===== config.mk =====
export PLATFORM = sky130hd
export DESIGN_NAME = time_slice_task_scheduler_top
export DESIGN_NICKNAME = d
export VERILOG_FILES = /design/src/sv/tsts_pkg.sv /design/src/sv/tsts_ram.sv /design/src/sv/time_slice_task_scheduler_top.sv
export SDC_FILE = /design/constraint.sdc
export NUM_CORES = 1
export LEC_CHECK = 0
export BUFFER_PORTS_ARGS = -buffer_cell sky130_fd_sc_hd__buf_2
export CAP_MARGIN = 20
export CORE_ASPECT_RATIO = 1.75
export CORE_MARGIN = 2
export CORE_UTILIZATION = 54
export CTS_CLUSTER_DIAMETER = 50
export DETAILED_ROUTE_END_ITERATION = 7
export PLACE_DENSITY = 0.7
export RECOVER_POWER = 100
export SYNTH_ARGS = -nofsm -noshare
export SYNTH_HDL_FRONTEND = slang
export SYNTH_HIERARCHICAL = 1
export SYNTH_SLANG_ARGS = --single-unit

===== constraint.sdc =====
create_clock -name clk -period 10.3 [get_ports clk]
set_input_delay 1.545 -clock clk [delete_from_list [all_inputs] [get_ports clk]]
set_output_delay 1.545 -clock clk [all_outputs]
set_load 0.02 [all_outputs]

===== src/sv/tsts_pkg.sv =====
// ============================================================================
// tsts_pkg: time slice task scheduler shared definitions
// Sizes, field codes, register indexes and controller states.
// ============================================================================
`default_nettype none

package tsts_pkg;

    // Table geometry
    localparam int MAX_PROCS = 16;
    localparam int TIME_BITS = 16;
    localparam int ID_W      = 8;
    localparam int ADDR_W    = (MAX_PROCS > 1) ? $clog2(MAX_PROCS) : 1;
    localparam int CNT_W     = $clog2(MAX_PROCS + 1);
    localparam int WORD_W    = ID_W + TIME_BITS;

    // Port widths
    localparam int BURST_W = 16;
    localparam int REM_W   = 16;
    localparam int CFG_W   = 8;

    // Register reset values
    localparam logic [CFG_W-1:0] SLICE_RESET = 8'd2;

    // Item kinds
    localparam logic KIND_ADD      = 1'b0;
    localparam logic KIND_DISPATCH = 1'b1;

    // Scheduling modes
    localparam logic MODE_FCFS = 1'b0;
    localparam logic MODE_SPF  = 1'b1;

    // Configuration register indexes
    localparam logic REG_MODE  = 1'b0;
    localparam logic REG_SLICE = 1'b1;

    typedef logic [TIME_BITS-1:0] time_t;
    typedef logic [ID_W-1:0]      id_t;

    // Controller states
    typedef enum logic [2:0] {
        ST_IDLE,
        ST_SCAN,
        ST_PICK,
        ST_SHIFT,
        ST_RESULT
    } state_t;

endpackage

`default_nettype wire


===== src/sv/tsts_ram.sv =====
// ============================================================================
// tsts_ram: generic simple dual port RAM
// One write port and one read port, read data registered.
// ============================================================================
`default_nettype none

module tsts_ram #(
    parameter int WIDTH = 8,
    parameter int DEPTH = 16
) (
    input  wire logic                                       clk,
    input  wire logic                                       we,
    input  wire logic [((DEPTH > 1) ? $clog2(DEPTH) : 1)-1:0] waddr,
    input  wire logic [WIDTH-1:0]                           wdata,
    input  wire logic [((DEPTH > 1) ? $clog2(DEPTH) : 1)-1:0] raddr,
    output logic      [WIDTH-1:0]                           rdata
);

    logic [WIDTH-1:0] mem [DEPTH];

    // Write and registered read
    always_ff @(posedge clk)
    begin
        if (we)
        begin
            mem[waddr] <= wdata;
        end
        rdata <= mem[raddr];
    end

endmodule

`default_nettype wire


===== src/sv/time_slice_task_scheduler_top.sv =====
// ============================================================================
// time_slice_task_scheduler_top: round robin / shortest remaining scheduler
// Task table held in one RAM in queue order, served by a sequencer.
// ============================================================================
// One item is worked at a time; the input stalls until its result has been
// moved to the output register. An add writes its entry at the tail, or flags
// a full table, then hands its result over. A dispatch scans the table
// through the single RAM read port (one entry in first come first served
// mode, all N entries in shortest remaining mode, N being the number of
// queued tasks), then closes the gap left by the picked task by copying the
// entries behind it down one slot, one per cycle, and appends the task at
// the tail if time is left. A stalled output delays the handoff. The RAM
// read port is what bounds the scan and the copy. No clearing pass is needed
// after reset.
`default_nettype none

module time_slice_task_scheduler_top
    import tsts_pkg::*;
(
    input  wire logic               clk,
    input  wire logic               rst_n,
    // configuration port
    input  wire logic               cfg_we,
    input  wire logic               cfg_index,
    input  wire logic [CFG_W-1:0]   cfg_data,
    // input channel
    input  wire logic               in_valid,
    output logic                    in_stall,
    input  wire logic               kind,
    input  wire logic [BURST_W-1:0] burst_time,
    // output channel
    output logic                    out_valid,
    input  wire logic               out_stall,
    output logic [ID_W-1:0]         task_id,
    output logic                    granted,
    output logic                    finished,
    output logic [REM_W-1:0]        remaining,
    output logic                    full_res
);

    // ------------------------------------------------------------------
    // Registers
    // ------------------------------------------------------------------
    state_t             state_reg,     state_next;
    logic               mode_reg;
    logic [CFG_W-1:0]   slice_reg;
    logic [CNT_W-1:0]   count_reg,     count_next;
    id_t                next_id_reg,   next_id_next;
    id_t                last_id_reg,   last_id_next;
    logic               last_valid_reg, last_valid_next;

    logic [CNT_W-1:0]   rd_idx_reg,    rd_idx_next;
    logic               pend_reg,      pend_next;
    logic [ADDR_W-1:0]  pend_pos_reg,  pend_pos_next;

    // best candidate skipping the last run task, and best over all
    logic               bs_found_reg,  bs_found_next;
    logic [ADDR_W-1:0]  bs_pos_reg,    bs_pos_next;
    id_t                bs_id_reg,     bs_id_next;
    time_t              bs_time_reg,   bs_time_next;
    logic               ba_found_reg,  ba_found_next;
    logic [ADDR_W-1:0]  ba_pos_reg,    ba_pos_next;
    id_t                ba_id_reg,     ba_id_next;
    time_t              ba_time_reg,   ba_time_next;

    // picked task after its slice
    id_t                sel_id_reg,    sel_id_next;
    time_t              sel_time_reg,  sel_time_next;

    // pending result
    id_t                res_id_reg,    res_id_next;
    logic               res_grant_reg, res_grant_next;
    logic               res_fin_reg,   res_fin_next;
    time_t              res_rem_reg,   res_rem_next;
    logic               res_full_reg,  res_full_next;

    // output register
    logic               out_valid_reg, out_valid_next;
    logic               out_load;
    id_t                out_id_reg;
    logic               out_grant_reg;
    logic               out_fin_reg;
    logic [REM_W-1:0]   out_rem_reg;
    logic               out_full_reg;

    // ------------------------------------------------------------------
    // Task table RAM: {id, time left}
    // ------------------------------------------------------------------
    logic               ram_we;
    logic [ADDR_W-1:0]  ram_waddr;
    logic [WORD_W-1:0]  ram_wdata;
    logic [ADDR_W-1:0]  ram_raddr;
    logic [WORD_W-1:0]  ram_rdata;

    tsts_ram #(
        .WIDTH (WORD_W),
        .DEPTH (MAX_PROCS)
    ) u_table (
        .clk   (clk),
        .we    (ram_we),
        .waddr (ram_waddr),
        .wdata (ram_wdata),
        .raddr (ram_raddr),
        .rdata (ram_rdata)
    );

    id_t   r_id;
    time_t r_time;
    logic  r_skip;
    logic  in_accept;
    logic  rd_issue;
    logic [CNT_W-1:0] scan_limit;
    logic  pick_bs;
    time_t pick_time;
    time_t slice_t;

    assign r_id      = ram_rdata[WORD_W-1:TIME_BITS];
    assign r_time    = ram_rdata[TIME_BITS-1:0];
    assign r_skip    = last_valid_reg && (r_id == last_id_reg);
    assign in_stall  = (state_reg != ST_IDLE);
    assign in_accept = in_valid && !in_stall;
    assign scan_limit = (mode_reg == MODE_FCFS) ? CNT_W'(1) : count_reg;
    assign pick_bs   = bs_found_reg;
    assign pick_time = pick_bs ? bs_time_reg : ba_time_reg;
    assign slice_t   = TIME_BITS'(slice_reg);
    assign ram_raddr = rd_idx_reg[ADDR_W-1:0];

    // ------------------------------------------------------------------
    // Sequencer: next state, table access and result
    // ------------------------------------------------------------------
    always_comb
    begin
        state_next      = state_reg;
        count_next      = count_reg;
        next_id_next    = next_id_reg;
        last_id_next    = last_id_reg;
        last_valid_next = last_valid_reg;
        rd_idx_next     = rd_idx_reg;
        pend_next       = 1'b0;
        pend_pos_next   = pend_pos_reg;
        bs_found_next   = bs_found_reg;
        bs_pos_next     = bs_pos_reg;
        bs_id_next      = bs_id_reg;
        bs_time_next    = bs_time_reg;
        ba_found_next   = ba_found_reg;
        ba_pos_next     = ba_pos_reg;
        ba_id_next      = ba_id_reg;
        ba_time_next    = ba_time_reg;
        sel_id_next     = sel_id_reg;
        sel_time_next   = sel_time_reg;
        res_id_next     = res_id_reg;
        res_grant_next  = res_grant_reg;
        res_fin_next    = res_fin_reg;
        res_rem_next    = res_rem_reg;
        res_full_next   = res_full_reg;
        ram_we          = 1'b0;
        ram_waddr       = count_reg[ADDR_W-1:0];
        ram_wdata       = {next_id_reg, TIME_BITS'(burst_time)};
        rd_issue        = 1'b0;
        out_load        = 1'b0;

        unique case (state_reg)
            ST_IDLE:
            begin
                if (in_accept)
                begin
                    res_id_next    = '0;
                    res_grant_next = 1'b0;
                    res_fin_next   = 1'b0;
                    res_rem_next   = '0;
                    res_full_next  = 1'b0;
                    if (kind == KIND_ADD)
                    begin
                        // append at the tail, or flag full
                        if (count_reg == CNT_W'(MAX_PROCS))
                        begin
                            res_full_next = 1'b1;
                        end
                        else
                        begin
                            ram_we       = 1'b1;
                            res_id_next  = next_id_reg;
                            count_next   = count_reg + CNT_W'(1);
                            next_id_next = next_id_reg + ID_W'(1);
                        end
                        state_next = ST_RESULT;
                    end
                    else if (count_reg == '0)
                    begin
                        state_next = ST_RESULT;
                    end
                    else
                    begin
                        rd_idx_next   = '0;
                        bs_found_next = 1'b0;
                        ba_found_next = 1'b0;
                        state_next    = ST_SCAN;
                    end
                end
            end

            ST_SCAN:
            begin
                // issue reads over the candidate range
                if (rd_idx_reg < scan_limit)
                begin
                    rd_issue      = 1'b1;
                    rd_idx_next   = rd_idx_reg + CNT_W'(1);
                    pend_next     = 1'b1;
                    pend_pos_next = rd_idx_reg[ADDR_W-1:0];
                end
                // compare the entry that came back
                if (pend_reg)
                begin
                    if (!r_skip && (!bs_found_reg || r_time < bs_time_reg))
                    begin
                        bs_found_next = 1'b1;
                        bs_pos_next   = pend_pos_reg;
                        bs_id_next    = r_id;
                        bs_time_next  = r_time;
                    end
                    if (!ba_found_reg || r_time < ba_time_reg)
                    begin
                        ba_found_next = 1'b1;
                        ba_pos_next   = pend_pos_reg;
                        ba_id_next    = r_id;
                        ba_time_next  = r_time;
                    end
                end
                if (!rd_issue && !pend_reg)
                begin
                    state_next = ST_PICK;
                end
            end

            ST_PICK:
            begin
                // run the picked task for one slice, drop it from the queue
                sel_id_next   = pick_bs ? bs_id_reg : ba_id_reg;
                sel_time_next = (pick_time > slice_t) ? (pick_time - slice_t) : '0;
                rd_idx_next   = CNT_W'(pick_bs ? bs_pos_reg : ba_pos_reg) + CNT_W'(1);
                count_next    = count_reg - CNT_W'(1);
                state_next    = ST_SHIFT;
            end

            ST_SHIFT:
            begin
                // copy entries behind the gap down one slot
                if (rd_idx_reg <= count_reg)
                begin
                    rd_issue      = 1'b1;
                    rd_idx_next   = rd_idx_reg + CNT_W'(1);
                    pend_next     = 1'b1;
                    pend_pos_next = rd_idx_reg[ADDR_W-1:0];
                end
                if (pend_reg)
                begin
                    ram_we    = 1'b1;
                    ram_waddr = pend_pos_reg - ADDR_W'(1);
                    ram_wdata = ram_rdata;
                end
                if (!rd_issue && !pend_reg)
                begin
                    // requeue at the tail or retire
                    res_id_next    = sel_id_reg;
                    res_grant_next = 1'b1;
                    res_rem_next   = sel_time_reg;
                    if (sel_time_reg != '0)
                    begin
                        ram_we          = 1'b1;
                        ram_waddr       = count_reg[ADDR_W-1:0];
                        ram_wdata       = {sel_id_reg, sel_time_reg};
                        count_next      = count_reg + CNT_W'(1);
                        last_id_next    = sel_id_reg;
                        last_valid_next = 1'b1;
                        res_fin_next    = 1'b0;
                    end
                    else
                    begin
                        last_valid_next = 1'b0;
                        res_fin_next    = 1'b1;
                    end
                    state_next = ST_RESULT;
                end
            end

            ST_RESULT:
            begin
                // hand over once the output register is free
                if (!out_valid_reg || !out_stall)
                begin
                    out_load   = 1'b1;
                    state_next = ST_IDLE;
                end
            end

            default:
            begin
                state_next = ST_IDLE;
            end
        endcase
    end

    always_comb
    begin
        out_valid_next = out_valid_reg;
        if (out_load)
        begin
            out_valid_next = 1'b1;
        end
        else if (out_valid_reg && !out_stall)
        begin
            out_valid_next = 1'b0;
        end
    end

    // ------------------------------------------------------------------
    // Control state
    // ------------------------------------------------------------------
    always_ff @(posedge clk or negedge rst_n)
    begin
        if (!rst_n)
        begin
            state_reg      <= ST_IDLE;
            mode_reg       <= MODE_FCFS;
            slice_reg      <= SLICE_RESET;
            count_reg      <= '0;
            next_id_reg    <= '0;
            last_id_reg    <= '0;
            last_valid_reg <= 1'b0;
            rd_idx_reg     <= '0;
            pend_reg       <= 1'b0;
            out_valid_reg  <= 1'b0;
        end
        else
        begin
            state_reg      <= state_next;
            count_reg      <= count_next;
            next_id_reg    <= next_id_next;
            last_id_reg    <= last_id_next;
            last_valid_reg <= last_valid_next;
            rd_idx_reg     <= rd_idx_next;
            pend_reg       <= pend_next;
            out_valid_reg  <= out_valid_next;
            // configuration writes
            if (cfg_we)
            begin
                unique case (cfg_index)
                    REG_MODE:  mode_reg  <= cfg_data[0];
                    REG_SLICE: slice_reg <= cfg_data;
                    default:   mode_reg  <= mode_reg;
                endcase
            end
        end
    end

    // ------------------------------------------------------------------
    // Payload registers
    // ------------------------------------------------------------------
    always_ff @(posedge clk)
    begin
        pend_pos_reg  <= pend_pos_next;
        bs_found_reg  <= bs_found_next;
        bs_pos_reg    <= bs_pos_next;
        bs_id_reg     <= bs_id_next;
        bs_time_reg   <= bs_time_next;
        ba_found_reg  <= ba_found_next;
        ba_pos_reg    <= ba_pos_next;
        ba_id_reg     <= ba_id_next;
        ba_time_reg   <= ba_time_next;
        sel_id_reg    <= sel_id_next;
        sel_time_reg  <= sel_time_next;
        res_id_reg    <= res_id_next;
        res_grant_reg <= res_grant_next;
        res_fin_reg   <= res_fin_next;
        res_rem_reg   <= res_rem_next;
        res_full_reg  <= res_full_next;
        if (out_load)
        begin
            out_id_reg    <= res_id_reg;
            out_grant_reg <= res_grant_reg;
            out_fin_reg   <= res_fin_reg;
            out_rem_reg   <= REM_W'(res_rem_reg);
            out_full_reg  <= res_full_reg;
        end
    end

    assign out_valid = out_valid_reg;
    assign task_id   = out_id_reg;
    assign granted   = out_grant_reg;
    assign finished  = out_fin_reg;
    assign remaining = out_rem_reg;
    assign full_res  = out_full_reg;

`ifndef ASSERT_OFF
    // the queue never holds more tasks than the table has slots
    a_count_bound: assert property (@(posedge clk) disable iff (!rst_n)
        count_reg <= CNT_W'(MAX_PROCS))
        else $error("task count beyond table size");

    // a shift copy never targets a slot below the table start
    a_shift_addr: assert property (@(posedge clk) disable iff (!rst_n)
        (state_reg == ST_SHIFT && pend_reg) |-> (pend_pos_reg != '0))
        else $error("shift copy from slot zero");

    // a retired task must have been granted, and a full flag grants nothing
    a_result_flags: assert property (@(posedge clk) disable iff (!rst_n)
        out_valid_reg |-> (!(out_fin_reg && !out_grant_reg) &&
                           !(out_full_reg && out_grant_reg)))
        else $error("inconsistent result flags");

    // a result is loaded only into a free or draining output register
    a_no_overwrite: assert property (@(posedge clk) disable iff (!rst_n)
        (out_valid_reg && out_stall) |=> ($stable(out_id_reg) && $stable(out_rem_reg)))
        else $error("waiting result overwritten");
`endif

endmodule

`default_nettype wire


# Word level (Yosys, flattened, before mapping)
# Memory sizes are Yosys's and may differ from the RTL's. A register that Yosys moved wholly into a read port is not among the register bits.
# Cells that the tools add are included.
# W data, S select, Z words.
[totals] reg_bits=181 ramBits=384 input_bits=31 out_inout_bits=29 memories=1
[mem_list] memory="u_table.mem" depth=16 word_bits=24 rd=1 rd_ports_with_merged_regs=1 wr=1 line_no="tsts_ram.sv:19" text="logic [WIDTH-1:0] mem [DEPTH];"
[op_classes] add_sub_neg=7 magnitude_cmp=5 eq_ne=20 n_mux=77 bitwise_logic=3 n_reduce_logical=43
[ops] op="$mux W24" count=4
[ops] op="$mux W5" count=11
[ops] op="$mux W16" count=3
[ops] op="$mux W8" count=5
[ops] op="$lt A16 B16 Y1" count=2
[ops] op="$pmux W16 S2" count=1
[ops] op="$mux W1" count=29
[ops] op="$mux W4" count=7
[ops] op="$ne A2 B2 Y1 const B" count=14
[ops] op="$reduce_and A6 Y1" count=4
[ops] op="$pmux W5 S4" count=1
[ops] op="$mux W3" count=6
[ops] op="$gt A16 B8 Y1" count=1
[ops] op="$pmux W8 S2" count=1
[ops] op="$reduce_bool A16 Y1" count=1
[ops] op="$sub A16 B8 Y16" count=1
[ops] op="$pmux W3 S5" count=1
[ops] op="$pmux W5 S3" count=1
[ops] op="$reduce_and A3 Y1" count=5
[ops] op="$pmux W1 S2" count=6
[ops] op="$add A5 B1 Y5 const B" count=2
[ops] op="$logic_not A1 Y1" count=9
[ops] op="$add A8 B1 Y8 const B" count=1
[ops] op="$eq A8 B8 Y1" count=1
[ops] op="20 further kinds" count=38

# Longest topological paths before layout
[logic_depth] word_depth=9 ltp_mapped=12

# By module
# Netlist, hierarchy kept.
[by_module_without_submodules] mod="tsts_ram" n_inst=1 cells_per_inst=636 area_per_inst_um2=14933.1
[by_module_without_submodules] mod="time_slice_task_scheduler_top" n_inst=1 cells_per_inst=767 area_per_inst_um2=9160.0

# Least setup slack after synthesis
# No wires, ideal clock.
[synth_path] path_kind="input to register" startpoint="input kind" endpoint="memory u_table/mem[0][0] (netlist name) (enable)" setup_time_ps=435 t_arrival_ps=4262 setup_slack_ps=5603 path_stages=6 path_buffers=1 path_cell_list="o21bai_4 nor2b_2 buf_6 or2_2 or3b_2 nor3_1"
[synth_between] elab_chain_len=5
[synth_lines] element="from (decl)" line_no="time_slice_task_scheduler_top.sv:29" text="input wire logic kind,"
[synth_lines] element="$mux W1" line_no="time_slice_task_scheduler_top.sv:172" text="if (kind == KIND_ADD)"
[synth_lines] element="$mux W1" line_no="time_slice_task_scheduler_top.sv:165" text="if (in_accept)"
[synth_lines] element="$pmux W1 S2" line_no="time_slice_task_scheduler_top.sv:162" text="unique case (state_reg)"
[synth_lines] element="named net ram_we" line_no="time_slice_task_scheduler_top.sv:89" text="logic ram_we;"
[synth_lines] element="$mux W1" line_no="tsts_ram.sv:24" text="if (we)"
[synth_lines] element="$mux W1 (implied by the code)" line_no="tsts_ram.sv:26" text="mem[waddr] <= wdata;"
[synth_lines] element="to (decl)" line_no="tsts_ram.sv:19"
# The timed path passes the listed nets, and every way through them passes these cells.

# Final worst setup path
[layout_path] startpoint="register state_reg[0]" endpoint="memory u_table/mem[15][6] (netlist name) (enable)"
[layout_between] word_cells_on_any_way=10
[layout_rtl] element="from (decl)" line_no="time_slice_task_scheduler_top.sv:44" text="state_t state_reg, state_next;"
[layout_rtl] element="from (signal assigned)" line_no="time_slice_task_scheduler_top.sv:337" text="state_reg <= state_next;"
[layout_rtl] element="$eq A3 B2 Y1" line_no="time_slice_task_scheduler_top.sv:162"
[layout_rtl] element="$mux W4" line_no="time_slice_task_scheduler_top.sv:162"
[layout_rtl] element="named net ram_waddr[0]" line_no="time_slice_task_scheduler_top.sv:90" text="logic [ADDR_W-1:0] ram_waddr;"
# The timed path passes the listed nets, and every way through them passes these cells.

==> results.toml <==
[global_routing]
grt_overflow_total = 0
track_usage_pct = 23.2
grt_pass1_wl_mm = 79.6
antenna_found_initial = 0
grt_pass1_vias = 13400
grt_max_degree = 54

[drt]
drtPass1Iterations = 6
detail_route.iter0.violations = 1167
drt_wl_total_mm = 53.2
wire_per_inst_um = 25.2
routed_via_density = 6.08
drc_errors = 0
vias = 12800
antenna_left = 0

[floorplan]
initial_utilization_pct = 54.6
ios = 60
die_area_um2 = 46400
die_h_um = 283
die_x_um = 164
row_count = 102
core_area_um2 = 44200

[clock_network]
cts_tree = "yes"
ctsResizeCount = 0
postCtsSetupBuffers = 0
htreeDepth = 2
clockBufferDepth = 3
cts_sinks = 589
cts-root-buf = "clkbuf_16"
cts_hold_buf = 0
clk_pin_slew_ps = 70
clk_latency_ps = 590
cts_buffers = 49

[finish]
reg_top3 = "u_table/mem x384, u_table/rdata x24"
mostFrequentLayoutCells = "524 x edfxtp_1, 97 x mux4_2, 80 x nand2_1, 79 x clkbuf_1, 77 x nor2_1"
final_common_cell = "edfxtp_1"
top_register = "u_table/mem"
syn_to_final_growth_pct = 10.0
drive_gt1_share_pct = 16.1
n_antenna_cell = 0
nNetsFinal = 1585
largest_reg_flops = 384

[synth]
synth_seq_area_share_pct = 71.6
synth_fp_nets = 1489
async_reset_ff_share_pct = 6.96
ys_warn_count = 6
avgSynthCellArea_um2 = 17.2
synth_cell_types = 71
yosys.area.top_type = "edfxtp_1"
synth_ff_type = "edfxtp_1"
ys_ff_latch = 589
synth.top_cell.area_share_pct = 65.3
syn_inst = 1403
synth_area_leaders = "edfxtp_1 65%, mux4_2 9.1%, dfrtp_1 4.2%"
synth_edf_count = 524
syn_area_um2 = 24100

[sta]
fin_crit_ps = 7150
tightestPinTransition_ps = 3200
timing.final.crit_share_pct = 69.4
fmax_mhz = 140
hold_viol = 0
slew_headroom_pct = -113
finalClockSkew_ps = 20.3
report.final.setup_viol = 0
slew_violations = 554
setup-tns-final_ps = 0
grt_setup_unrepaired = "false"

[worst_setup_path]
cpMostUsedCell = "nand2_1"
critPathMaxFanout = 35
critPathLaunchType = "flip-flop"
crit_required_ps = 10430
critPathSlowestCell = "nor2_1"
cp-end-kind = "flip-flop"
crit_type = "flip-flop to flip-flop"
cp_cell_sequence = "inv_1, nor2_1, nand2_1, inv_1, nand2_1, o21ai_0, nand2_1, nor2_1"
cp_data_arrival_time_ps = 7280
cpPeakStageDelay_ps = 2260

[power]
powerDensity_nw_per_um2 = 327
finalPower_mw = 8.68
p_leak_nw = 9.11
ir_drop_v = 0.000187

[placement]
place_hpwl_mm = 34.1
io_buffers = 59
gp_congestion = 0.880

[hold_path]
hold_path_class = "flip-flop to flip-flop"

[outcome]
violations = "max-capacitance violations, max-slew violations"
status = "finished with violations"

[flow_run]
cap_violations = 20
[synth_stat cells (3+ instances only)]
cell type	instances
o31a_1	3
and3_1	20
or3_1	4
nor4_1	5
o21a_1	6
nand2_1	80
inv_1	53
a21o_1	11
dfxtp_1	24
mux2_2	23
mux2i_1	13
nor2_1	78
xnor2_1	28
mux4_2	97
xor2_1	5
nand3_1	7
a21oi_1	45
nor3_1	15
o21ai_1	3
a211oi_1	5
a21oi_2	3
edfxtp_1	524
nand2b_1	11
nor2b_1	7
buf_6	7
nand4_1	13
mux2_1	8
nand3b_1	3
o21ai_0	32
o22ai_1	25
buf_4	3
inv_2	3
ha_1	53
nand3_2	4
dfrtp_1	40
buf_2	18
a22oi_1	49
clkbuf_1	31
[cell families (layout without fill, tap and decap cells)]
family | Yosys count | after routing | synth area share (%)
AO/OA/AOI/OAI | 204 | 204 | 5.66
XOR/XNOR | 33 | 33 | 1.20
adder cells (fa/ha/maj) | 55 | 55 | 2.92
buffers and inverters | 115 | 250 | 2.15
flip-flops | 589 | 589 | 71.6
multiplexers | 144 | 144 | 11.2
AND/OR/NAND/NOR | 263 | 263 | 5.27
[worst paths after layout]
path / start / end / slack [ps] / cells past startpoint
max: state_reg[0] / u_table/mem[15][6] / 3150 / 8
min reg2reg: res_fin_reg / finished / 420 / 0
max in group asynchronous: rst_n / rd_idx_reg[0] / 6700 / 2
min in group asynchronous: rst_n / last_id_reg[5] / 1820 / 2
min: res_fin_reg / finished / 420 / 0
max reg2reg: state_reg[0] / u_table/mem[15][6] / 3150 / 8
[where the power goes]
group          total, mW  switching [mW]  leakage [nW]  internal [mW]
sequential          3.89           0.349          5.48           3.54
clock               1.82           0.830         0.752          0.987
combinational       2.97            1.83          2.88           1.14
total               8.68            3.01          9.11           5.67
[layout make-up]
cell class                      instances  area, um^2
Timing Repair Buffer                  104         473
Clock buffer                           63        1320
Multi-Input combinational cell        699        6300
Clock inverter                         27         234
Inverter                               56         210
Fill cell                            3274       17700
Tap cell                              572         716
Sequential cell                       589       17200
[stage by stage]
step	area, um^2	utilization, %	setup slack [ps]	hold slack [ps]	cells
global route	26500	60.0	2660	428	2110
CTS	26700	60.5	5050	421	2089
detailed placement	25100	56.9	5100	405	1999
finish	26500	60.0	3150	419	2110
global placement	25100	56.8	5410	401	1994
floorplan	24100	-	5600	400	1403
[per-layer routing]
layer / wire, um / global-route usage (%) / up-vias
met3: 3150 / 2.98 / 112
met5: 0 / 0 / -
met2: 28700 / 41.5 / 472
met1: 19100 / 27.9 / 6550
li1: - / - / 5702
met4: 2280 / 10.1 / 0
[critical path, delay by kind of cell (launching register included)]
| kind | cells | cell delay [ps] |
|---|---|---|
| and+or+nand+nor | 5 | 4310 |
| buffers and inverters | 2 | 1170 |
| AOI/OAI and AO/OA | 1 | 690 |
| DFF | 1 | 500 |
Note: power is estimated with default switching activity, not from simulation.
